$ cat src/bfa_pkg.sv
// Package for the best-fit heap allocator.
// Holds field widths, parameter defaults, status codes, sequencer states
// and the control struct shared by the top level and the best-fit tracker.
package bfa_pkg;

  localparam int unsigned ARENA_BYTES_DEF  = 4 * 1024;
  localparam int unsigned HEADER_BYTES_DEF = 16;
  localparam int unsigned MAX_BLOCKS_DEF   = 64;

  localparam int unsigned REQ_W  = 12;
  localparam int unsigned STAT_W = 2;
  localparam int unsigned OFF_W  = 12;

  typedef enum logic [STAT_W-1:0] {
    STAT_GRANT = 2'd0,
    STAT_NOFIT = 2'd1,
    STAT_FULL  = 2'd2
  } bfa_status_e;

  typedef enum logic [2:0] {
    S_IDLE,
    S_SCAN,
    S_DRAIN,
    S_DECIDE,
    S_WRITE
  } bfa_state_e;

  typedef struct packed {
    logic clr;       // start of a new search
    logic cand_vld;  // a table entry is presented this cycle
  } bfa_trk_ctrl_t;

endpackage

$ cat src/bfa_best_track.sv
// Best-fit tracker: the shared compare unit of the allocator.
// Compares one table entry per cycle against the best candidate so far.
// Depends on bfa_pkg.
module bfa_best_track import bfa_pkg::*; #(
  parameter int unsigned ARENA_BYTES = ARENA_BYTES_DEF,
  parameter int unsigned MAX_BLOCKS  = MAX_BLOCKS_DEF,
  localparam int unsigned AW = $clog2(ARENA_BYTES),
  localparam int unsigned IW = $clog2(MAX_BLOCKS),
  localparam int unsigned CW = ((AW > REQ_W) ? AW : REQ_W) + 1
) (
  input  logic          clk_i,
  input  logic          rst_ni,
  input  bfa_trk_ctrl_t ctrl_i,
  input  logic [CW-1:0] need_i,
  input  logic [AW-1:0] cand_size_i,
  input  logic [AW-1:0] cand_off_i,
  input  logic [IW-1:0] cand_idx_i,
  input  logic          cand_used_i,
  output logic          found_o,
  output logic [AW-1:0] best_size_o,
  output logic [AW-1:0] best_off_o,
  output logic [IW-1:0] best_idx_o
);

  logic          found_q, found_d;
  logic [AW-1:0] size_q, off_q;
  logic [IW-1:0] idx_q;
  logic          fits, take;

  always_comb begin
    fits = !cand_used_i && (CW'(cand_size_i) >= need_i);
    // Ties on size go to the higher offset.
    take = ctrl_i.cand_vld && fits &&
           (!found_q || (cand_size_i < size_q) ||
            ((cand_size_i == size_q) && (cand_off_i > off_q)));
    found_d = ctrl_i.clr ? 1'b0 : (found_q || take);
  end

  always_ff @(posedge clk_i or negedge rst_ni) begin
    if (!rst_ni) begin
      found_q <= 1'b0;
    end else begin
      found_q <= found_d;
    end
  end

  always_ff @(posedge clk_i) begin
    if (take) begin
      size_q <= cand_size_i;
      off_q  <= cand_off_i;
      idx_q  <= cand_idx_i;
    end
  end

  assign found_o     = found_q;
  assign best_size_o = size_q;
  assign best_off_o  = off_q;
  assign best_idx_o  = idx_q;

  a_no_clr_and_cand: assert property (@(posedge clk_i) disable iff (!rst_ni)
    !(ctrl_i.clr && ctrl_i.cand_vld))
    else $error("tracker cleared while a candidate is presented");

  a_take_sets_found: assert property (@(posedge clk_i) disable iff (!rst_ni)
    take |=> found_q)
    else $error("accepted candidate did not set found");

  a_found_fits: assert property (@(posedge clk_i) disable iff (!rst_ni)
    (take && !ctrl_i.clr) |=> (CW'(size_q) >= $past(need_i)))
    else $error("best candidate smaller than the need");

endmodule

$ cat src/best_fit_heap_allocator.sv
// Best-fit heap allocator: one request item in, one result item out.
// The item is accepted in the idle state; the sequencer then reads one table entry per
// scan step, drains the read pipeline and decides; the result is registered on decide.
// A new item is taken only back in the idle state; a grant adds a second table write
// after the decide step, and the decide step waits while the output is stalled.
// Reset is asynchronous, active low; it restores one free block at offset 0 at once.
module best_fit_heap_allocator import bfa_pkg::*; #(
  parameter int unsigned ARENA_BYTES  = ARENA_BYTES_DEF,
  parameter int unsigned HEADER_BYTES = HEADER_BYTES_DEF,
  parameter int unsigned MAX_BLOCKS   = MAX_BLOCKS_DEF
) (
  input  logic             clk_i,
  input  logic             rst_ni,
  input  logic             in_valid_i,
  output logic             in_stall_o,
  input  logic [REQ_W-1:0] req_size_i,
  output logic             out_valid_o,
  input  logic             out_stall_i,
  output logic [STAT_W-1:0] status_o,
  output logic [OFF_W-1:0] payload_offset_o
);

  localparam int unsigned AW   = $clog2(ARENA_BYTES);
  localparam int unsigned IW   = $clog2(MAX_BLOCKS);
  localparam int unsigned CNTW = $clog2(MAX_BLOCKS + 1);
  localparam int unsigned CW   = ((AW > REQ_W) ? AW : REQ_W) + 1;
  localparam logic [AW-1:0]   INIT_SIZE = AW'(ARENA_BYTES - HEADER_BYTES);
  localparam logic [CNTW-1:0] CNT_MAX   = CNTW'(MAX_BLOCKS);

  bfa_state_e        state_q, state_d;
  logic [REQ_W-1:0]  req_q;
  logic [CNTW-1:0]   idx_q, idx_d;
  logic [CNTW-1:0]   count_q, count_d;
  logic [MAX_BLOCKS-1:0] used_q;
  logic              e0_init_q;
  logic              p_vld_q, p_vld_d;
  logic [IW-1:0]     p_idx_q;
  logic              rd_en;

  logic [AW-1:0]     off_mem [MAX_BLOCKS];
  logic [AW-1:0]     size_mem [MAX_BLOCKS];
  logic [AW-1:0]     rd_off_q, rd_size_q;
  logic              rd_used_q, rd_init_q;

  logic              we;
  logic [IW-1:0]     waddr;
  logic [AW-1:0]     wdata_off, wdata_size;

  logic              out_vld_q, out_vld_d, out_load;
  bfa_status_e       status_q, status_d;
  logic [OFF_W-1:0]  pay_q, pay_d;

  bfa_trk_ctrl_t     trk_ctrl;
  logic              found;
  logic [AW-1:0]     best_size, best_off;
  logic [IW-1:0]     best_idx;

  logic [CW-1:0]     need, rest, hdr, pay_full;
  logic [AW-1:0]     cand_size;

  assign need      = CW'(req_q) + CW'(HEADER_BYTES);
  assign rest      = CW'(best_size) - need;
  assign hdr       = CW'(best_off) + CW'(best_size) - CW'(req_q);
  assign pay_full  = hdr + CW'(HEADER_BYTES);
  // Entry 0 reads as the initial free block until it is first written.
  assign cand_size = rd_init_q ? INIT_SIZE : rd_size_q;

  bfa_best_track #(
    .ARENA_BYTES(ARENA_BYTES),
    .MAX_BLOCKS (MAX_BLOCKS)
  ) u_track (
    .clk_i      (clk_i),
    .rst_ni     (rst_ni),
    .ctrl_i     (trk_ctrl),
    .need_i     (need),
    .cand_size_i(cand_size),
    .cand_off_i (rd_init_q ? '0 : rd_off_q),
    .cand_idx_i (p_idx_q),
    .cand_used_i(rd_used_q),
    .found_o    (found),
    .best_size_o(best_size),
    .best_off_o (best_off),
    .best_idx_o (best_idx)
  );

  always_comb begin
    state_d    = state_q;
    idx_d      = idx_q;
    count_d    = count_q;
    p_vld_d    = 1'b0;
    rd_en      = 1'b0;
    we         = 1'b0;
    waddr      = best_idx;
    wdata_off  = best_off;
    wdata_size = rest[AW-1:0];
    out_load   = 1'b0;
    status_d   = status_q;
    pay_d      = pay_q;
    trk_ctrl   = '{clr: 1'b0, cand_vld: p_vld_q};
    unique case (state_q)
      S_IDLE: begin
        if (in_valid_i) begin
          trk_ctrl.clr = 1'b1;
          idx_d        = '0;
          state_d      = S_SCAN;
        end
      end
      S_SCAN: begin
        rd_en   = 1'b1;
        p_vld_d = 1'b1;
        if (idx_q == count_q - 1'b1) begin
          state_d = S_DRAIN;
        end else begin
          idx_d = idx_q + 1'b1;
        end
      end
      S_DRAIN: begin
        state_d = S_DECIDE;
      end
      S_DECIDE: begin
        if (!out_vld_q || !out_stall_i) begin
          out_load = 1'b1;
          state_d  = S_IDLE;
          pay_d    = '0;
          if (!found) begin
            status_d = STAT_NOFIT;
          end else if (count_q == CNT_MAX) begin
            status_d = STAT_FULL;
          end else begin
            status_d = STAT_GRANT;
            pay_d    = pay_full[OFF_W-1:0];
            we       = 1'b1;
            state_d  = S_WRITE;
          end
        end
      end
      S_WRITE: begin
        we         = 1'b1;
        waddr      = count_q[IW-1:0];
        wdata_off  = hdr[AW-1:0];
        wdata_size = AW'(req_q);
        count_d    = count_q + 1'b1;
        state_d    = S_IDLE;
      end
      default: begin
        state_d = S_IDLE;
      end
    endcase
    out_vld_d = out_load || (out_vld_q && out_stall_i);
  end

  always_ff @(posedge clk_i or negedge rst_ni) begin
    if (!rst_ni) begin
      state_q   <= S_IDLE;
      idx_q     <= '0;
      count_q   <= CNTW'(1);
      used_q    <= '0;
      e0_init_q <= 1'b1;
      p_vld_q   <= 1'b0;
      out_vld_q <= 1'b0;
    end else begin
      state_q   <= state_d;
      idx_q     <= idx_d;
      count_q   <= count_d;
      p_vld_q   <= p_vld_d;
      out_vld_q <= out_vld_d;
      if (state_q == S_WRITE) begin
        used_q[count_q[IW-1:0]] <= 1'b1;
      end
      if (we && (waddr == '0)) begin
        e0_init_q <= 1'b0;
      end
    end
  end

  always_ff @(posedge clk_i) begin
    if (state_q == S_IDLE && in_valid_i) begin
      req_q <= req_size_i;
    end
    if (out_load) begin
      status_q <= status_d;
      pay_q    <= pay_d;
    end
  end

  // Block table: one write port, one registered read port.
  always_ff @(posedge clk_i) begin
    if (we) begin
      off_mem[waddr]  <= wdata_off;
      size_mem[waddr] <= wdata_size;
    end
  end

  always_ff @(posedge clk_i) begin
    if (rd_en) begin
      rd_off_q  <= off_mem[idx_q[IW-1:0]];
      rd_size_q <= size_mem[idx_q[IW-1:0]];
      rd_used_q <= used_q[idx_q[IW-1:0]];
      rd_init_q <= e0_init_q && (idx_q == '0);
      p_idx_q   <= idx_q[IW-1:0];
    end
  end

  assign in_stall_o       = (state_q != S_IDLE);
  assign out_valid_o      = out_vld_q;
  assign status_o         = status_q;
  assign payload_offset_o = pay_q;

  a_count_range: assert property (@(posedge clk_i) disable iff (!rst_ni)
    (count_q != '0) && (count_q <= CNT_MAX))
    else $error("entry count out of range");

  a_grant_counts: assert property (@(posedge clk_i) disable iff (!rst_ni)
    (out_load && status_d == STAT_GRANT) |=> (state_q == S_WRITE) ##1
    (count_q == $past(count_q, 2) + 1'b1))
    else $error("granted item did not add a table entry");

  a_grant_found: assert property (@(posedge clk_i) disable iff (!rst_ni)
    (out_load && status_d == STAT_GRANT) |-> found)
    else $error("grant without a fitting block");

  a_idle_no_compare: assert property (@(posedge clk_i) disable iff (!rst_ni)
    (state_q == S_IDLE || state_q == S_DECIDE) |-> !p_vld_q)
    else $error("compare pending outside the scan");

endmodule
$ cat config.mk
export PLATFORM = sky130hd
export DESIGN_NAME = best_fit_heap_allocator
export DESIGN_NICKNAME = d
export VERILOG_FILES = /design/src/bfa_pkg.sv /design/src/bfa_best_track.sv /design/src/best_fit_heap_allocator.sv
export SDC_FILE = /design/constraint.sdc
export NUM_CORES = 2
export LEC_CHECK = 0
export BUFFER_PORTS_ARGS = -buffer_cell sky130_fd_sc_hd__buf_2
export CAP_MARGIN = 40
export CORE_MARGIN = 2
export CORE_UTILIZATION = 30
export CTS_BUF_LIST = sky130_fd_sc_hd__clkbuf_8 sky130_fd_sc_hd__clkbuf_16
export DETAILED_ROUTE_END_ITERATION = 7
export SYNTH_ARGS = -nofsm -noshare
export SYNTH_HDL_FRONTEND = slang
export SYNTH_SLANG_ARGS = --single-unit
$ cat constraint.sdc
create_clock -name clk_i -period 16.7 [get_ports clk_i]
set_clock_uncertainty 0.1 [all_clocks]
set_input_delay 0.835 -clock clk_i [delete_from_list [all_inputs] [get_ports clk_i]]
set_output_delay 0.835 -clock clk_i [all_outputs]
set_load 0.01 [all_outputs]
==> summary.txt <==
Route
  – Post-DR vias/cell: just over 5
  – Routed vias: 32800
  – TritonRoute pass-1 iters: 5
  – Detailed Route WL: approximately 180 mm
  – DR WL/cell: roughly 27 microns
  – Detailed Route Iter0 Violations: 4206
  – DRC: 0
  – Antenna Nets Post-Route: 0

Placed design
  – PortBufs: 31
  – DP Wirelength: between 100 and 150 mm
  – Global placer's final weighted congestion: 0.795

Synth
  – Ys flop type: edfxtp_1
  – Top cells by area, synth: edfxtp_1, mux4_2, dfrtp_1
  – Syn Area/Cell: 22.0 sq um
  – Post-synth EDFFs: 1624
  – FF+latch count, synth: 1709
  – Synth top area share: 71.8%
  – Synth Cell Area: 68000 sq um
  – Count of different cell masters after synthesis: 60
  – Post-synthesis cell count: 3095
  – Sequential area share after synthesis: between 70% and 80%
  – Share of flip-flops with an asynchronous set or reset: 4.97%
  – Net count after synthesis: approximately 3200
  – Ys Warns: 0
  – Largest area contributor in the netlist: edfxtp_1

Clocking
  – Worst skew pair latency: approximately 800 ps
  – Post-CTS Repair Setup Buffers: 0
  – H-tree depth: 4
  – CTS tree: done
  – # hold bufs at CTS: 1
  – Cts bufs inserted: 172
  – Maximum buffer depth of the clock tree: 3
  – TritonCTS Sinks: 1709
  – Clk root buf: clkbuf_16
  – CTS clk-pin slew, worst paths: 70 ps
  – Post_cts resized: 0

Timing
  – Slew HR: 37.1%
  – Setup TNS: 0 ps
  – Fin. max-slew vios: 0
  – RSZ-0062 raised after global routing: no
  – Minimum clock period: 4760 ps
  – Tightest Pin Transition: between 900 and 1000 ps
  – Hold Violations, Final: 0
  – Fin crit share: roughly 29%
  – Count of final setup violators: 0
  – Max frequency: roughly 210 MHz

Global route
  – Vias in the first global route: 33000
  – GRT Overall Usage: 15.2%
  – Antenna violations before repair: 11
  – Met3 Usage GRT: 3.01%
  – Met1 usage: 21.3%
  – Busiest grt layer: met2
  – GR Layer Usage met2: 24.5%
  – Pin count of the biggest net entering global routing: 133
  – Global-route wire length before repair: about 250 mm
  – Total grt overflow: 0

Job
  – Max cap viols: 0

Floorplan
  – Initial Util: 30.2%
  – Height of the die: between 400 and 500 microns
  – Die width: roughly 480 microns
  – Core ar.: 225000 sq um
  – Die area: between 200000 and 250000 sq um
  – Io pins: 32
  – Cell Rows: ~170

Finish
  – Nets@finish: 3381
  – Layout cell share with drive strength beyond 1: 29.9%
  – Area delta synth->final: 17.2%
  – Commonest cells after routing, fill and taps aside: edfxtp_1, mux4_2, clkbuf_16, inv_1, dfrtp_1
  – # fillers: 20600
  – Util after Layout: 35.4%
  – Commonest non-fill, non-tap cell in the layout: edfxtp_1

Power
  – Leakage: 25.1 nW
  – Maximum vdd drop: 0.163 mV
  – Pwr/cell area: 172 nW/um^2

Worst setup path
  – Arr. time, crit path: 5190 ps
  – CP Class: reg -> reg
  – CP Capture Type: register
  – Startpoint types: register
  – Critical path required time: 17130 ps
  – FF-to-FF setup slack: 11940 ps
  – CP max FO: approximately 120

Run status
  – Status: finished clean

Worst hold path
  – Worst min path class: in -> reg
-- path summary, 6_finish.rpt --
path,from,to,cells after the start
max,idx_q[1],rd_off_q[11],8
min,req_size_i[5],req_q[5],1
max reg2reg,idx_q[1],rd_off_q[11],8
min reg2reg,p_idx_q[5],u_track.best_idx_o[5],0
max in group asynchronous,rst_ni,count_q[0],4
min in group asynchronous,rst_ni,used_q[15],2
-- synth_stat cells (30+ instances only) --
library cell,count
a21o_1,46
a21oi_1,34
buf_2,35
clkbuf_1,84
dfrtp_1,83
edfxtp_1,1624
ha_1,61
inv_1,70
mux4_2,525
nand2_1,73
nor2_1,106
o21ai_0,40
o21bai_1,32
xnor2_1,30
-- cell type report --
type                    count  area, sq um  area share, %
clock inverters           142         1030           1.29
repair buffers            169         2360           2.97
flip-flops and latches   1709        50900           63.9
multi-input cells        1170        16900           21.2
diodes                      9         22.5         0.0283
well taps                2992         3740           4.70
inverters                  70          263          0.330
clock buffers             176         4380           5.50
-- power by group --
part           internal, mW  switching, mW  leakage [nW]
sequential             5.66          0.196          15.8
combinational          1.54           2.58          6.52
clock                  2.09           1.62          2.80
total                  9.28           4.40          25.1
-- through the flow --
stage / setup slack (ps) / cells / total power [mW] / hold WS, ps / instance area (sq um)
after floorplan: 11060 / 3095 / 8.42 / 300 / 68000
after global placement: 10970 / 6033 / 9.95 / 303 / 72500
after detailed placement: 11890 / 6106 / 10.1 / 305 / 74200
after CTS: 11870 / 6425 / 13.8 / 61.8 / 79600
after global routing: 11650 / 6428 / 14.2 / 94.2 / 79600
final: 11940 / 6437 / 13.7 / 118 / 79600
-- state kept, by name (all words and copies together) (netlist names) --
| signal | cells |
|---|---|
| off_mem | 768 |
| size_mem | 768 |
| used_q | 64 |
| payload_offset_o | 12 |
| rd_off_q | 12 |
| rd_size_q | 12 |
| req_q | 12 |
| u_track.best_off_o | 12 |
| u_track.best_size_o | 12 |
| count_q | 7 |
| idx_q | 7 |
| p_idx_q | 6 |
| u_track.best_idx_o | 6 |
| state_q | 3 |
| status_o | 2 |
| e0_init_q | 1 |
| out_valid_o | 1 |
| p_vld_q | 1 |
| rd_init_q | 1 |
| rd_used_q | 1 |
| u_track.found_o | 1 |
-- per-layer routing --
layer	vias up	wire, microns
met1	18000	73300
li1	13400	-
met3	207	14700
met5	-	73
met4	10	2950
met2	1221	85200
-- worst max-delay path, stage by stage, from the launching register on --
cell and delay (ps):
dfrtp_4 820, buf_4 260, buf_16 280, buf_12 590, buf_4 390, buf_16 320, mux4_2 350, mux4_2 570
mux4_2 490
-- cell families (layout without fill, tap and decap cells) --
kind of cell | Yosys count | count (layout) | synth area share (%)
and+or+nand+nor | 319 | 319 | 2.26
xor gates and xnor gates | 44 | 44 | 0.567
muxes | 533 | 533 | 17.5
other | 0 | 9 | 0
buffers and inverters | 216 | 557 | 1.32
DFF | 1709 | 1709 | 74.9
AOI/OAI and AO/OA | 200 | 200 | 1.96
adders and majority gates | 74 | 74 | 1.49
No activity file was read; power rests on OpenSTA's default activity.
